### src/rtl/twr_pkg.sv
package twr_pkg;

  localparam int STAMP_BITS_DEF    = 40;
  localparam int TOF_FRAC_BITS_DEF = 8;

  localparam int SPAN_W   = 32;
  localparam int PROD_W   = 2 * SPAN_W;
  localparam int DEN_W    = SPAN_W + 2;
  localparam int TOF_W    = 40;
  localparam int TIME_W   = 40;
  localparam int ADDR_W   = 64;
  localparam int SEQ_W    = 8;
  localparam int DELAY_W  = 16;
  localparam int TDATA_W  = 304;

  localparam logic [ADDR_W-1:0]  NODE_ADDR_RST = 64'hbccf_0000_0000_0000;
  localparam logic [DELAY_W-1:0] TX_DELAY_RST  = 16'd16475;
  localparam logic [DELAY_W-1:0] RX_DELAY_RST  = 16'd16476;

  localparam logic [1:0] REG_NODE_ADDR = 2'd0;
  localparam logic [1:0] REG_TX_DELAY  = 2'd1;
  localparam logic [1:0] REG_RX_DELAY  = 2'd2;

  localparam logic [1:0] ACT_START = 2'd0;
  localparam logic [1:0] ACT_TX    = 2'd1;
  localparam logic [1:0] ACT_RX    = 2'd2;

  localparam logic [2:0] FRM_POLL   = 3'd0;
  localparam logic [2:0] FRM_ANSWER = 3'd1;
  localparam logic [2:0] FRM_FINAL  = 3'd2;
  localparam logic [2:0] FRM_REPORT = 3'd3;

  typedef enum logic [1:0] {
    ST_POLL   = 2'd0,
    ST_ANSWER = 2'd1,
    ST_FINAL  = 2'd2,
    ST_REPORT = 2'd3
  } send_type_t;

  typedef struct packed {
    logic [3:0]        pad;
    logic [TIME_W-1:0] rep_final_rx;
    logic [TIME_W-1:0] rep_answer_tx;
    logic [TIME_W-1:0] rep_poll_rx;
    logic              frame_empty;
    logic [TIME_W-1:0] event_time;
    logic [ADDR_W-1:0] frame_dest;
    logic [ADDR_W-1:0] frame_source;
    logic [SEQ_W-1:0]  frame_seq;
    logic [2:0]        frame_type;
  } in_data_t;

  typedef struct packed {
    logic [5:0]        pad;
    logic [TOF_W-1:0]  tof_ticks;
    logic [TIME_W-1:0] out_final_rx;
    logic [TIME_W-1:0] out_answer_tx;
    logic [TIME_W-1:0] out_poll_rx;
    logic [ADDR_W-1:0] send_dest;
    logic [ADDR_W-1:0] send_source;
    logic [SEQ_W-1:0]  send_seq;
    logic [1:0]        send_type;
  } out_data_t;

  typedef struct packed {
    logic             done;
    logic [TOF_W-1:0] tof;
  } div_res_t;

endpackage

### src/rtl/uwb_two_way_ranging_engine_top.sv
// Start, transmit-done, non-report and non-matching report frames go straight into the
// output register. A matching report passes through the two bit-serial multipliers,
// run in parallel, a subtract step and the bit-serial divider, plus control.
// A new request is taken only in idle, with no ranging in progress, and once the output
// register is empty or being read in that cycle.
// Reset (rst_n low, synchronous): stamps, sequence, peer cleared, last sent type poll,
// registers back to their defaults.
module uwb_two_way_ranging_engine_top #(
  parameter int STAMP_BITS    = twr_pkg::STAMP_BITS_DEF,
  parameter int TOF_FRAC_BITS = twr_pkg::TOF_FRAC_BITS_DEF
) (
  input  logic                        clk,
  input  logic                        rst_n,
  input  logic                        in_tvalid,
  output logic                        in_tready,
  // frame_type, frame_seq, frame_source, frame_dest, event_time, frame_empty,
  // rep_poll_rx, rep_answer_tx, rep_final_rx, zero pad
  input  logic [twr_pkg::TDATA_W-1:0] in_tdata,
  // action
  input  logic [1:0]                  in_tuser,
  output logic                        out_tvalid,
  input  logic                        out_tready,
  // send_type, send_seq, send_source, send_dest, out_poll_rx, out_answer_tx,
  // out_final_rx, tof_ticks, zero pad
  output logic [twr_pkg::TDATA_W-1:0] out_tdata,
  // send_now, range_valid
  output logic [1:0]                  out_tuser,
  input  logic                        cfg_valid,
  output logic                        cfg_ready,
  input  logic [1:0]                  cfg_index,
  input  logic [twr_pkg::ADDR_W-1:0]  cfg_data
);
  import twr_pkg::*;

  typedef enum logic [4:0] {
    S_IDLE = 5'b00001,
    S_MUL  = 5'b00010,
    S_SUB  = 5'b00100,
    S_DIV  = 5'b01000,
    S_DONE = 5'b10000
  } state_t;

  state_t state_r;

  logic [ADDR_W-1:0]  node_addr_r;
  logic [DELAY_W-1:0] tx_delay_r;
  logic [DELAY_W-1:0] rx_delay_r;

  logic [STAMP_BITS-1:0] poll_tx_r, poll_rx_r, answer_tx_r, answer_rx_r, final_tx_r, final_rx_r;
  logic [SEQ_W-1:0]      cur_seq_r;
  logic [ADDR_W-1:0]     peer_r;
  send_type_t            last_r;

  logic       out_valid_r;
  out_data_t  out_data_r;
  logic [1:0] out_user_r;

  logic              mul_start_r;
  logic              div_start_r;
  logic [DEN_W-1:0]  den_r;
  logic [PROD_W-1:0] mag_r;
  logic              neg_r;
  logic              rv_r;
  logic [TOF_W-1:0]  tof_r;

  in_data_t        in_d;
  logic            in_acc;
  logic            rx_ok;
  logic            run_tof;
  logic            seq_hit;
  logic            peer_hit;
  logic [STAMP_BITS-1:0] tx_stamp;
  logic [STAMP_BITS-1:0] rx_stamp;
  out_data_t       resp;
  logic [1:0]      resp_user;

  logic [SPAN_W-1:0] tround1, treply1, tround2, treply2;
  logic [DEN_W-1:0]  den_sum;
  logic              mul1_done, mul2_done;
  logic [PROD_W-1:0] p1, p2;
  div_res_t          div_res;

  assign in_d      = in_data_t'(in_tdata);
  assign cfg_ready = 1'b1;
  assign in_tready = (state_r == S_IDLE) && (!out_valid_r || out_tready);
  assign in_acc    = in_tvalid && in_tready;

  assign tx_stamp = STAMP_BITS'(in_d.event_time) + STAMP_BITS'(tx_delay_r);
  assign rx_stamp = STAMP_BITS'(in_d.event_time) - STAMP_BITS'(rx_delay_r);
  assign rx_ok    = (in_tuser == ACT_RX) && !in_d.frame_empty;
  assign seq_hit  = in_d.frame_seq == cur_seq_r;
  assign peer_hit = in_d.frame_source == peer_r;
  assign run_tof  = rx_ok && (in_d.frame_type == FRM_REPORT) && seq_hit;

  always_comb begin
    resp      = '0;
    resp_user = '0;
    if (in_tuser == ACT_START) begin
      resp_user[0]     = 1'b1;
      resp.send_type   = ST_POLL;
      resp.send_seq    = SEQ_W'(1);
      resp.send_source = node_addr_r;
      resp.send_dest   = node_addr_r;
    end else if (rx_ok) begin
      resp.send_seq    = in_d.frame_seq;
      resp.send_source = in_d.frame_dest;
      resp.send_dest   = in_d.frame_source;
      case (in_d.frame_type)
        FRM_POLL: begin
          resp_user[0]   = 1'b1;
          resp.send_type = ST_ANSWER;
        end
        FRM_ANSWER: begin
          resp_user[0]   = seq_hit;
          resp.send_type = ST_FINAL;
        end
        FRM_FINAL: begin
          resp_user[0]       = peer_hit;
          resp.send_type     = ST_REPORT;
          resp.out_poll_rx   = TIME_W'(poll_rx_r);
          resp.out_answer_tx = TIME_W'(answer_tx_r);
          resp.out_final_rx  = TIME_W'(rx_stamp);
        end
        default: resp_user[0] = 1'b0;
      endcase
      if (!resp_user[0]) resp = '0;
    end
  end

  assign tround1 = answer_rx_r[SPAN_W-1:0] - poll_tx_r[SPAN_W-1:0];
  assign treply1 = answer_tx_r[SPAN_W-1:0] - poll_rx_r[SPAN_W-1:0];
  assign tround2 = final_rx_r[SPAN_W-1:0]  - answer_tx_r[SPAN_W-1:0];
  assign treply2 = final_tx_r[SPAN_W-1:0]  - answer_rx_r[SPAN_W-1:0];
  assign den_sum = DEN_W'(tround1) + DEN_W'(tround2) + DEN_W'(treply1) + DEN_W'(treply2);

  twr_mul u_mul_round (
    .clk(clk), .rst_n(rst_n), .start(mul_start_r),
    .a(tround1), .b(tround2), .done(mul1_done), .p(p1)
  );

  twr_mul u_mul_reply (
    .clk(clk), .rst_n(rst_n), .start(mul_start_r),
    .a(treply1), .b(treply2), .done(mul2_done), .p(p2)
  );

  twr_div #(.FRAC(TOF_FRAC_BITS)) u_div (
    .clk(clk), .rst_n(rst_n), .start(div_start_r),
    .mag(mag_r), .den(den_r), .neg(neg_r), .res(div_res)
  );

  always_ff @(posedge clk) begin
    if (!rst_n) begin
      state_r     <= S_IDLE;
      out_valid_r <= 1'b0;
      mul_start_r <= 1'b0;
      div_start_r <= 1'b0;
      node_addr_r <= NODE_ADDR_RST;
      tx_delay_r  <= TX_DELAY_RST;
      rx_delay_r  <= RX_DELAY_RST;
      poll_tx_r   <= '0;
      poll_rx_r   <= '0;
      answer_tx_r <= '0;
      answer_rx_r <= '0;
      final_tx_r  <= '0;
      final_rx_r  <= '0;
      cur_seq_r   <= '0;
      peer_r      <= '0;
      last_r      <= ST_POLL;
    end else begin
      mul_start_r <= 1'b0;
      div_start_r <= 1'b0;
      if (cfg_valid) begin
        unique case (cfg_index)
          REG_NODE_ADDR: node_addr_r <= cfg_data;
          REG_TX_DELAY:  tx_delay_r  <= cfg_data[DELAY_W-1:0];
          REG_RX_DELAY:  rx_delay_r  <= cfg_data[DELAY_W-1:0];
          default: ;
        endcase
      end
      if (out_valid_r && out_tready) out_valid_r <= 1'b0;

      unique case (state_r)
        S_IDLE: begin
          if (in_acc) begin
            if (in_tuser == ACT_START) begin
              poll_tx_r   <= '0;
              poll_rx_r   <= '0;
              answer_tx_r <= '0;
              answer_rx_r <= '0;
              final_tx_r  <= '0;
              final_rx_r  <= '0;
              peer_r      <= '0;
              cur_seq_r   <= SEQ_W'(1);
              last_r      <= ST_POLL;
            end else if (in_tuser == ACT_TX) begin
              case (last_r)
                ST_POLL:   poll_tx_r   <= tx_stamp;
                ST_ANSWER: answer_tx_r <= tx_stamp;
                ST_FINAL:  final_tx_r  <= tx_stamp;
                default: ;
              endcase
            end else if (rx_ok) begin
              case (in_d.frame_type)
                FRM_POLL: begin
                  peer_r    <= in_d.frame_source;
                  poll_rx_r <= rx_stamp;
                  last_r    <= ST_ANSWER;
                end
                FRM_ANSWER: if (seq_hit) begin
                  answer_rx_r <= rx_stamp;
                  last_r      <= ST_FINAL;
                end
                FRM_FINAL: if (peer_hit) begin
                  final_rx_r <= rx_stamp;
                  last_r     <= ST_REPORT;
                end
                FRM_REPORT: if (seq_hit) begin
                  poll_rx_r   <= STAMP_BITS'(in_d.rep_poll_rx);
                  answer_tx_r <= STAMP_BITS'(in_d.rep_answer_tx);
                  final_rx_r  <= STAMP_BITS'(in_d.rep_final_rx);
                end
                default: ;
              endcase
            end
            if (run_tof) begin
              mul_start_r <= 1'b1;
              state_r     <= S_MUL;
            end else begin
              out_data_r  <= resp;
              out_user_r  <= resp_user;
              out_valid_r <= 1'b1;
            end
          end
        end
        S_MUL: begin
          if (mul_start_r) den_r <= den_sum;
          if (mul1_done) state_r <= S_SUB;
        end
        S_SUB: begin
          if (den_r == '0) begin
            rv_r    <= 1'b0;
            tof_r   <= '0;
            state_r <= S_DONE;
          end else begin
            neg_r       <= p2 > p1;
            mag_r       <= (p2 > p1) ? p2 - p1 : p1 - p2;
            div_start_r <= 1'b1;
            state_r     <= S_DIV;
          end
        end
        S_DIV: begin
          if (div_res.done) begin
            rv_r    <= 1'b1;
            tof_r   <= div_res.tof;
            state_r <= S_DONE;
          end
        end
        S_DONE: begin
          if (!out_valid_r || out_tready) begin
            out_data_r           <= '0;
            out_data_r.tof_ticks <= tof_r;
            out_user_r           <= {rv_r, 1'b0};
            out_valid_r          <= 1'b1;
            state_r              <= S_IDLE;
          end
        end
        default: state_r <= S_IDLE;
      endcase
    end
  end

  assign out_tvalid = out_valid_r;
  assign out_tdata  = TDATA_W'(out_data_r);
  assign out_tuser  = out_user_r;

  a_div_in_div: assert property (@(posedge clk) disable iff (!rst_n)
    div_res.done |-> state_r == S_DIV)
    else $error("divider finished outside its state");

  a_mul_lockstep: assert property (@(posedge clk) disable iff (!rst_n)
    mul1_done == mul2_done)
    else $error("multipliers out of step");

  a_range_no_send: assert property (@(posedge clk) disable iff (!rst_n)
    out_valid_r && out_user_r[1] |-> !out_user_r[0])
    else $error("range result also requests a send");

  a_report_result: assert property (@(posedge clk) disable iff (!rst_n)
    in_acc && run_tof |=> state_r == S_MUL && mul_start_r)
    else $error("report did not start the multipliers");

endmodule

### src/rtl/twr_mul.sv
module twr_mul (
  input  logic                       clk,
  input  logic                       rst_n,
  input  logic                       start,
  input  logic [twr_pkg::SPAN_W-1:0] a,
  input  logic [twr_pkg::SPAN_W-1:0] b,
  output logic                       done,
  output logic [twr_pkg::PROD_W-1:0] p
);
  import twr_pkg::*;

  localparam int CW = $clog2(SPAN_W);

  logic              busy_r;
  logic              done_r;
  logic [CW-1:0]     cnt_r;
  logic [PROD_W-1:0] mcand_r;
  logic [SPAN_W-1:0] mplr_r;
  logic [PROD_W-1:0] acc_r;

  always_ff @(posedge clk) begin
    if (!rst_n) begin
      busy_r <= 1'b0;
      done_r <= 1'b0;
      cnt_r  <= '0;
    end else begin
      done_r <= 1'b0;
      if (start) begin
        busy_r <= 1'b1;
        cnt_r  <= '0;
      end else if (busy_r) begin
        cnt_r <= cnt_r + 1'b1;
        if (cnt_r == CW'(SPAN_W - 1)) begin
          busy_r <= 1'b0;
          done_r <= 1'b1;
        end
      end
    end
  end

  // shift-add, one multiplier bit a cycle
  always_ff @(posedge clk) begin
    if (start) begin
      mcand_r <= PROD_W'(a);
      mplr_r  <= b;
      acc_r   <= '0;
    end else if (busy_r) begin
      if (mplr_r[0]) acc_r <= acc_r + mcand_r;
      mcand_r <= mcand_r << 1;
      mplr_r  <= mplr_r >> 1;
    end
  end

  assign done = done_r;
  assign p    = acc_r;

endmodule

### src/rtl/twr_div.sv
module twr_div #(
  parameter int FRAC = twr_pkg::TOF_FRAC_BITS_DEF
) (
  input  logic                       clk,
  input  logic                       rst_n,
  input  logic                       start,
  input  logic [twr_pkg::PROD_W-1:0] mag,
  input  logic [twr_pkg::DEN_W-1:0]  den,
  input  logic                       neg,
  output twr_pkg::div_res_t          res
);
  import twr_pkg::*;

  localparam int N  = PROD_W + FRAC;
  localparam int CW = $clog2(N);
  localparam int QW = TOF_W + 1;
  localparam logic [QW:0] NEG_LIM = (QW + 1)'(1) << (TOF_W - 1);
  localparam logic [QW:0] POS_LIM = NEG_LIM - 1'b1;

  logic             busy_r;
  logic             fin_r;
  logic             done_r;
  logic [CW-1:0]    cnt_r;
  logic [N-1:0]     dvd_r;
  logic [DEN_W-1:0] rem_r;
  logic [DEN_W-1:0] den_r;
  logic [QW-1:0]    q_r;
  logic             ovf_r;
  logic             neg_r;
  logic [TOF_W-1:0] tof_r;

  logic [DEN_W:0] trial;
  logic [DEN_W:0] diff;
  logic           ge;
  logic           round_up;
  logic [QW:0]    qq;
  logic [QW:0]    mag_s;

  assign trial    = {rem_r, dvd_r[N-1]};
  assign ge       = trial >= {1'b0, den_r};
  assign diff     = trial - {1'b0, den_r};
  assign round_up = {rem_r, 1'b0} >= {1'b0, den_r};
  assign qq       = {1'b0, q_r} + (QW + 1)'(round_up);

  always_comb begin
    if (neg_r) mag_s = (ovf_r || qq > NEG_LIM) ? NEG_LIM : qq;
    else       mag_s = (ovf_r || qq > POS_LIM) ? POS_LIM : qq;
  end

  always_ff @(posedge clk) begin
    if (!rst_n) begin
      busy_r <= 1'b0;
      fin_r  <= 1'b0;
      done_r <= 1'b0;
      cnt_r  <= '0;
    end else begin
      done_r <= 1'b0;
      fin_r  <= 1'b0;
      if (start) begin
        busy_r <= 1'b1;
        cnt_r  <= '0;
      end else if (busy_r) begin
        cnt_r <= cnt_r + 1'b1;
        if (cnt_r == CW'(N - 1)) begin
          busy_r <= 1'b0;
          fin_r  <= 1'b1;
        end
      end else if (fin_r) begin
        done_r <= 1'b1;
      end
    end
  end

  // restoring division, one quotient bit a cycle; high bits fold into a sticky flag
  always_ff @(posedge clk) begin
    if (start) begin
      dvd_r <= N'(mag) << FRAC;
      rem_r <= '0;
      q_r   <= '0;
      ovf_r <= 1'b0;
      den_r <= den;
      neg_r <= neg;
    end else if (busy_r) begin
      dvd_r <= dvd_r << 1;
      rem_r <= ge ? diff[DEN_W-1:0] : trial[DEN_W-1:0];
      q_r   <= {q_r[QW-2:0], ge};
      ovf_r <= ovf_r | q_r[QW-1];
    end else if (fin_r) begin
      tof_r <= neg_r ? TOF_W'((QW + 1)'(0) - mag_s) : TOF_W'(mag_s);
    end
  end

  assign res.done = done_r;
  assign res.tof  = tof_r;

endmodule

### config.mk
export PLATFORM = sky130hd
export DESIGN_NAME = uwb_two_way_ranging_engine_top
export DESIGN_NICKNAME = d
export VERILOG_FILES = /design/src/rtl/twr_pkg.sv /design/src/rtl/uwb_two_way_ranging_engine_top.sv /design/src/rtl/twr_mul.sv /design/src/rtl/twr_div.sv
export SDC_FILE = /design/constraint.sdc
export NUM_CORES = 2
export LEC_CHECK = 0
export ABC_AREA = 1
export ABC_CLOCK_PERIOD_IN_PS = 28700
export BUFFER_PORTS_ARGS = -buffer_cell sky130_fd_sc_hd__buf_2
export CORE_MARGIN = 1.5
export CORE_UTILIZATION = 35
export CTS_CLUSTER_DIAMETER = 120
export DETAILED_ROUTE_END_ITERATION = 10
export GPL_ROUTABILITY_DRIVEN = 0
export SYNTH_ARGS = -nofsm -noshare
export SYNTH_HDL_FRONTEND = slang
export SYNTH_SLANG_ARGS = --single-unit
export TNS_END_PERCENT = 10
### constraint.sdc
create_clock -name clk -period 28.7 [get_ports clk]
set_input_delay 1.435 -clock clk [delete_from_list [all_inputs] [get_ports clk]]
set_output_delay 1.435 -clock clk [all_outputs]
set_load 0.01 [all_outputs]
# --- Word-level counts from Yosys, hierarchy flattened ---
# Cells that the tools add are included.
word_totals:
  ff_bits: 1383
  out_inout_bits: 309
classes:
  n_addsub: 19
  order_cmp: 5
  eq_ne: 31
  n_mux: 105
  bitwise: 6
  reduce_logical: 61
op_table:
  columns: ["operator", "count"]
  rows:
  - ["304-bit two-way mux", 4]
  - ["32-bit two-way mux", 24]
  - ["40-bit two-way mux", 16]
  - ["304-bit one-hot mux with 2 select lines", 1]
  - ["64-bit two-way mux", 5]
  - ["258-bit two-way mux", 1]
  - ["166-bit two-way mux", 1]
  - ["40-bit one-hot mux with 2 select lines", 2]
  - ["72-bit two-way mux", 2]
  - ["138-bit two-way mux", 1]
  - ["64-bit adder", 2]
  - ["32-bit subtractor", 4]
  - ["64-bit subtractor", 2]
  - ["120-bit two-way mux", 1]
  - ["35-bit by 34-bit greater-or-equal comparator with 1-bit output", 2]
  - ["64-bit equality test", 1]
  - ["64-bit > comparator", 1]
  - ["32-bit one-hot mux with 2 select lines", 1]
  - ["41-bit by 1-bit adder with 42-bit output", 1]
  - ["42-bit by 39-bit > comparator with 1-bit output (second input constant)", 1]
  - ["42-bit by 40-bit > comparator with 1-bit output (second input constant)", 1]
  - ["40-bit by 16-bit adder with 40-bit output", 1]
  - ["1-bit by 40-bit subtractor with 40-bit output (first input constant)", 1]
  - ["40-bit by 16-bit subtractor with 40-bit output", 1]
  - ["other kinds (49)", 150]

# --- Depth between registers and ports, before layout ---
logic_depth:
  word_depth: 10
  depth_mapped: 40

# --- By module ---
# From an unflattened synthesis, not the netlist that was laid out.
hier_totals:
  hier_cells: 13891
  area_unflattened_um2: 94455.6
by_module_without_submodules:
  columns: ["module", "n_inst", "cells_per_inst", "area_per_inst_um2", "seq_area_each_um2"]
  rows:
  - ["uwb_two_way_ranging_engine_top", 1, 8030, 56549.2, 20799.9]
  - ["twr_div", 1, 1760, 13247.7, 5895.7]
  - ["twr_mul at u_mul_reply", 1, 2050, 12345.6, 3983.8]
  - ["twr_mul at u_mul_round", 1, 2051, 12313.1, 3983.8]

# --- Least setup slack after synthesis ---
# Ideal clock, no wire load.
synth_path:
  path_kind: "input to register"
  from: "input out_tready"
  to: "register out_data_r (netlist bit out_tdata[0]) (enable)"
  setup_ns: 1.403
  arrival_time_ns: 23.848
  required_time_ns: 27.297
  path_slack_ns: 3.449
  stages: 6
  n_path_buf: 0
  cell_sequence: "nor2_1 > nor2_1 > nand2_1 > inv_1 > o22ai_1 > a211oi_1"
synth_between:
  elab_chain_cells: 5
  word_cells_on_any_way: 6
  cone_classes: "2 x eq/ne; 4 x reduce/logical"
synth_rtl:
  columns: ["item", "line", "rtl"]
  rows:
  - ["from (decl)", "uwb_two_way_ranging_engine_top.sv:22", "input logic out_tready,"]
  - ["1-bit logical OR", "uwb_two_way_ranging_engine_top.sv:85", "assign in_tready = (state_r == S_IDLE) && (!out_valid_r || out_tready);"]
  - ["1-bit logical AND", "uwb_two_way_ranging_engine_top.sv:85", null]
  - ["named net in_tready", "uwb_two_way_ranging_engine_top.sv:15", "output logic in_tready,"]
  - ["1-bit logical AND", "uwb_two_way_ranging_engine_top.sv:86", "assign in_acc = in_tvalid && in_tready;"]
  - ["2-bit inequality test (no line)", null, null]
  - ["5-bit AND reduction (no line)", null, null]
  - ["to (signal assigned)", "uwb_two_way_ranging_engine_top.sv:229", "out_data_r <= resp;"]
  - ["to (decl)", "uwb_two_way_ranging_engine_top.sv:55", "out_data_t out_data_r;"]
# The timed path passes the listed nets, and every way through them passes these cells.
# A chain may end at the register's enable or synchronous reset.

# --- Final worst setup path ---
layout_path:
  from: "register poll_rx_r[2]"
  to: "register den_r[33] (data pin)"
layout_between:
  elab_chain_cells: 3
layout_rtl:
  columns: ["item", "line", "rtl"]
  rows:
  - ["from (decl)", "uwb_two_way_ranging_engine_top.sv:49", "logic [STAMP_BITS-1:0] poll_tx_r, poll_rx_r, answer_tx_r, answer_rx_r, final_tx_r, final_rx_r;"]
  - ["from (signal assigned)", "uwb_two_way_ranging_engine_top.sv:206", "poll_rx_r <= rx_stamp;"]
  - ["from (signal assigned)", "uwb_two_way_ranging_engine_top.sv:218", "poll_rx_r <= STAMP_BITS'(in_d.rep_poll_rx);"]
  - ["32-bit subtractor", "uwb_two_way_ranging_engine_top.sv:131", "assign treply1 = answer_tx_r[SPAN_W-1:0] - poll_rx_r[SPAN_W-1:0];"]
  - ["33-bit by 32-bit adder with 34-bit output", "uwb_two_way_ranging_engine_top.sv:134", "assign den_sum = DEN_W'(tround1) + DEN_W'(tround2) + DEN_W'(treply1) + DEN_W'(treply2);"]
  - ["34-bit by 32-bit adder with 34-bit output", "uwb_two_way_ranging_engine_top.sv:134", null]
  - ["named net den_sum[33]", "uwb_two_way_ranging_engine_top.sv:78", "logic [DEN_W-1:0] den_sum;"]
  - ["to (signal assigned)", "uwb_two_way_ranging_engine_top.sv:236", "if (mul_start_r) den_r <= den_sum;"]
  - ["to (decl)", "uwb_two_way_ranging_engine_top.sv:60", "logic [DEN_W-1:0] den_r;"]
# The timed path passes the listed nets, and every way through them passes these cells.

==> key figures <==
Outcome
  • Status: finished clean

Floorplan
  • Die ar.: 246100 um2
  • Starting density of the core: 0.3527
  • Die Y: 496.0 um
  • Core area: 241200 um2
  • Row Count: 180
  • Die X-Extent: 496.0 um
  • Ports: 686

Global routing
  • GRT Total Usage: 0.2482
  • Initial antenna violation count: 51
  • First-pass GRT wire length: 460.1 mm
  • Gr ovfl total: 0
  • Vias in the first global route: 73243
  • Largest net degree at the start of global routing: 102

Cells and area
  • Non-Filler Instances: 15054
  • Layout Nets: between 10000 and 15000
  • Design area: 97540 um2
  • Synth-to-Final Area Change: 14.65%
  • Final core utilization: 0.4044
  • Most frequent cells in the layout: nand2_1, inv_1, nor2_1, a21oi_1, o21ai_0
  • Leading cell type in the layout, fill and taps excluded: nand2_1
  • Layout cells sized above 1: 0.09542

Pwr
  • Sw Ratio: 0.4760
  • Leakage: 43.27 nW
  • Gate power share: 0.548
  • Clk pwr share: 0.207
  • Flop pwr share: 0.244
  • Cell-internal power: 5.637 mW
  • Switching power: 5.120 mW
  • Pwr dens: between 100 and 150 nW/um2
  • Worst VDD drop: 0.2706 mV

Worst hold path
  • Min-Delay Path Class: register to register
  • Hold Startpoint: den_r[3]

Clocking
  • CTS root buffer: clkbuf_16
  • Clock sinks: 1377
  • CTS tree: built
  • Clk Latency, worst-skew pair: just under 0.9 ns
  • Cts repair resizes: 0
  • H-Tree Depth: 4
  • TritonCTS Buffers: 163
  • Hold-fix buffer count after cts: 0
  • Post-CTS Setup Inserts: 0
  • Worst-path clk slew: 0.06 ns
  • Worst-case clock buffer depth: 3

Critical path
  • Cell mode on critical path: o21ai_0
  • Max FO, Critical Path: 5
  • R2r setup slk: 21.38 ns
  • Critical path class: register to register
  • Launch point of the worst path: poll_rx_r[2]
  • Worst Setup End Kind: register
  • Crit path DAT: 7.85 ns
  • Max incr delay on CP: about 0.62 ns
  • Startpoint Class: register
  • Worst R2R Start: poll_rx_r[2]
  • Worst EP required: 29.23 ns
  • Slowest cell on crit path: a21boi_0
  • Critical Path, Cell by Cell: inv_1 -> ha_1 -> a21oi_1 -> nand2_1 -> a21oi_1 -> o21ai_0 -> a21boi_0 -> o21ai_0 -> a21oi_1 -> o21ai_0 -> xor2_1 -> fa_1 -> fa_1 -> ha_1 -> nand2_1 -> nor2_1 -> inv_1 -> o21ai_0 -> a21boi_0 -> o21ai_0 -> a21boi_0 -> o21ai_0

Synthesis
  • Netlist Area Pre-Place: approximately 85000 um2
  • Ys async rst share: 0
  • Warnings, synthesis: 0
  • Post-Syn Instances: between 10000 and 15000
  • Post-synth EDFFs: 707
  • Syn_area_per_cell: between 7 and 8 um2
  • Library cells used by synthesis: between 60 and 70
  • Synth Register Bits: between 1000 and 1500
  • Prevailing post-synth register cell: edfxtp_1
  • Post-synthesis sequential area ratio: 0.4072

STA
  • Tightest hold margin: approximately 0.38 ns
  • Min Tclk post-route: between 7 and 8 ns
  • Max-slew violation count: 0
  • Setup violations, final: 0
  • Max Fclk: 136.6 MHz
  • RSZ-0062 raised after global routing: false
  • Final worst path period share: 0.2552
  • Final Skew: approximately 0.12 ns
  • Rel. slew slack: 0.09224
  • Final hold vios: 0
  • Worst-Margin Slew: 1.347 ns
  • TNS Setup: 0 ns

Drt
  • Routed len/inst: 20.90 um
  • Drt drc: 0
  • Vias post-DR: 78419
  • DR pass1 iterations: 7
  • Routed wire length: about 310 mm
  • Initial DRC Count: 7960
  • ANT nets after route: 0
  • Vias per cell: ~5.2

Placement
  • Dpl cells: 14722
  • I/O Buffers: 666
  • DP Wirelength: 247.2 mm
  • Placed instance area: about 90000 um2

Flow run
  • Max-cap viol count: 0
state kept, by name (all words and copies together), names as in the netlist, 34 cells and up:
register / flops
answer_tx_r: 40
den_r: 34
mag_r: 64
node_addr_r: 64
out_tdata: 298
peer_r: 64
poll_rx_r: 40
tof_r: 40
u_div.den_r: 34
u_div.dvd_r: 64
u_div.q_r: 41
u_div.rem_r: 34
u_div.tof_r: 40
u_mul_reply.mcand_r: 64
u_mul_reply.p: 64
u_mul_round.mcand_r: 64
u_mul_round.p: 64
worst max-delay path, delay by kind of cell, from the launching register on:
family,cells,cell delay [ns]
AND/OR/NAND/NOR,3,0.39
buffers and inverters,2,0.12
adder cells (fa/ha/maj),4,1.81
AO/OA/AOI/OAI,12,3.70
XOR/XNOR,1,0.61
flip-flops,1,0.33
cell families after synthesis:
family                   synth area share
AO/OA/AOI/OAI                      0.1680
adder cells (fa/ha/maj)           0.08883
buffers and inverters             0.08588
flip-flops                         0.4072
XOR/XNOR                          0.04983
multiplexers                     0.001294
other                          0.00008827
AND/OR/NAND/NOR                    0.1989
layer usage:
metal  GRT usage  wire (um)  vias up
met5           0        186        -
met4      0.1360      19580       28
met3     0.05410      27870      725
met2      0.3825     135900     3458
met1      0.3227     131200    36211
li1            -          -    37997
path summary, 6_finish.rpt:
check / cells past startpoint / to
min: 0 / u_div.den_r[3]
min reg2reg: 0 / u_div.den_r[3]
max: 22 / den_r[33]
max reg2reg: 22 / den_r[33]
layout make-up:
class | instances | area, um2
flip-flops and latches | 1377 | 34650
multi-input cells | 7871 | 43300
inverters | 1549 | 5828
diodes | 27 | 67.56
repair buffers | 740 | 3895
clock inverters | 100 | 1373
fillers | 25062 | 143700
clock buffers | 205 | 4448
well taps | 3185 | 3985
metrics by stage:
step / setup slack [ns] / total power, mW
after floorplan: 3.449 / 6.433
after global placement: 21.48 / 8.439
after detailed placement: 21.46 / 8.445
after CTS: 21.57 / 10.69
after global routing: 21.10 / 11.30
final: 21.38 / 10.76
power groups by stage:
stage / clock [mW] / sequential (mW) / combinational [mW]
CTS: 2.26 / 2.63 / 5.81
finish: 2.23 / 2.63 / 5.90
global route: 2.34 / 2.64 / 6.32
global placement: 0 / 2.66 / 5.78
detailed placement: 0 / 2.66 / 5.78
floorplan: 0 / 2.82 / 3.61
cell usage after synthesis (157+ instances only):
library cell  number  area, um2
xnor2_1          157       1375
nand2_1         2454       9211
edfxtp_1         707      21230
nor2_1          1208       4534
inv_1           1525       5724
xor2_1           327       2864
nand3_1          256       1281
clkbuf_1         315       1182
ha_1             484       6056
o21ai_0          822       4114
dfxtp_1          670      13410
a21oi_1         1159       5801
(Power assumes the default switching activity.)
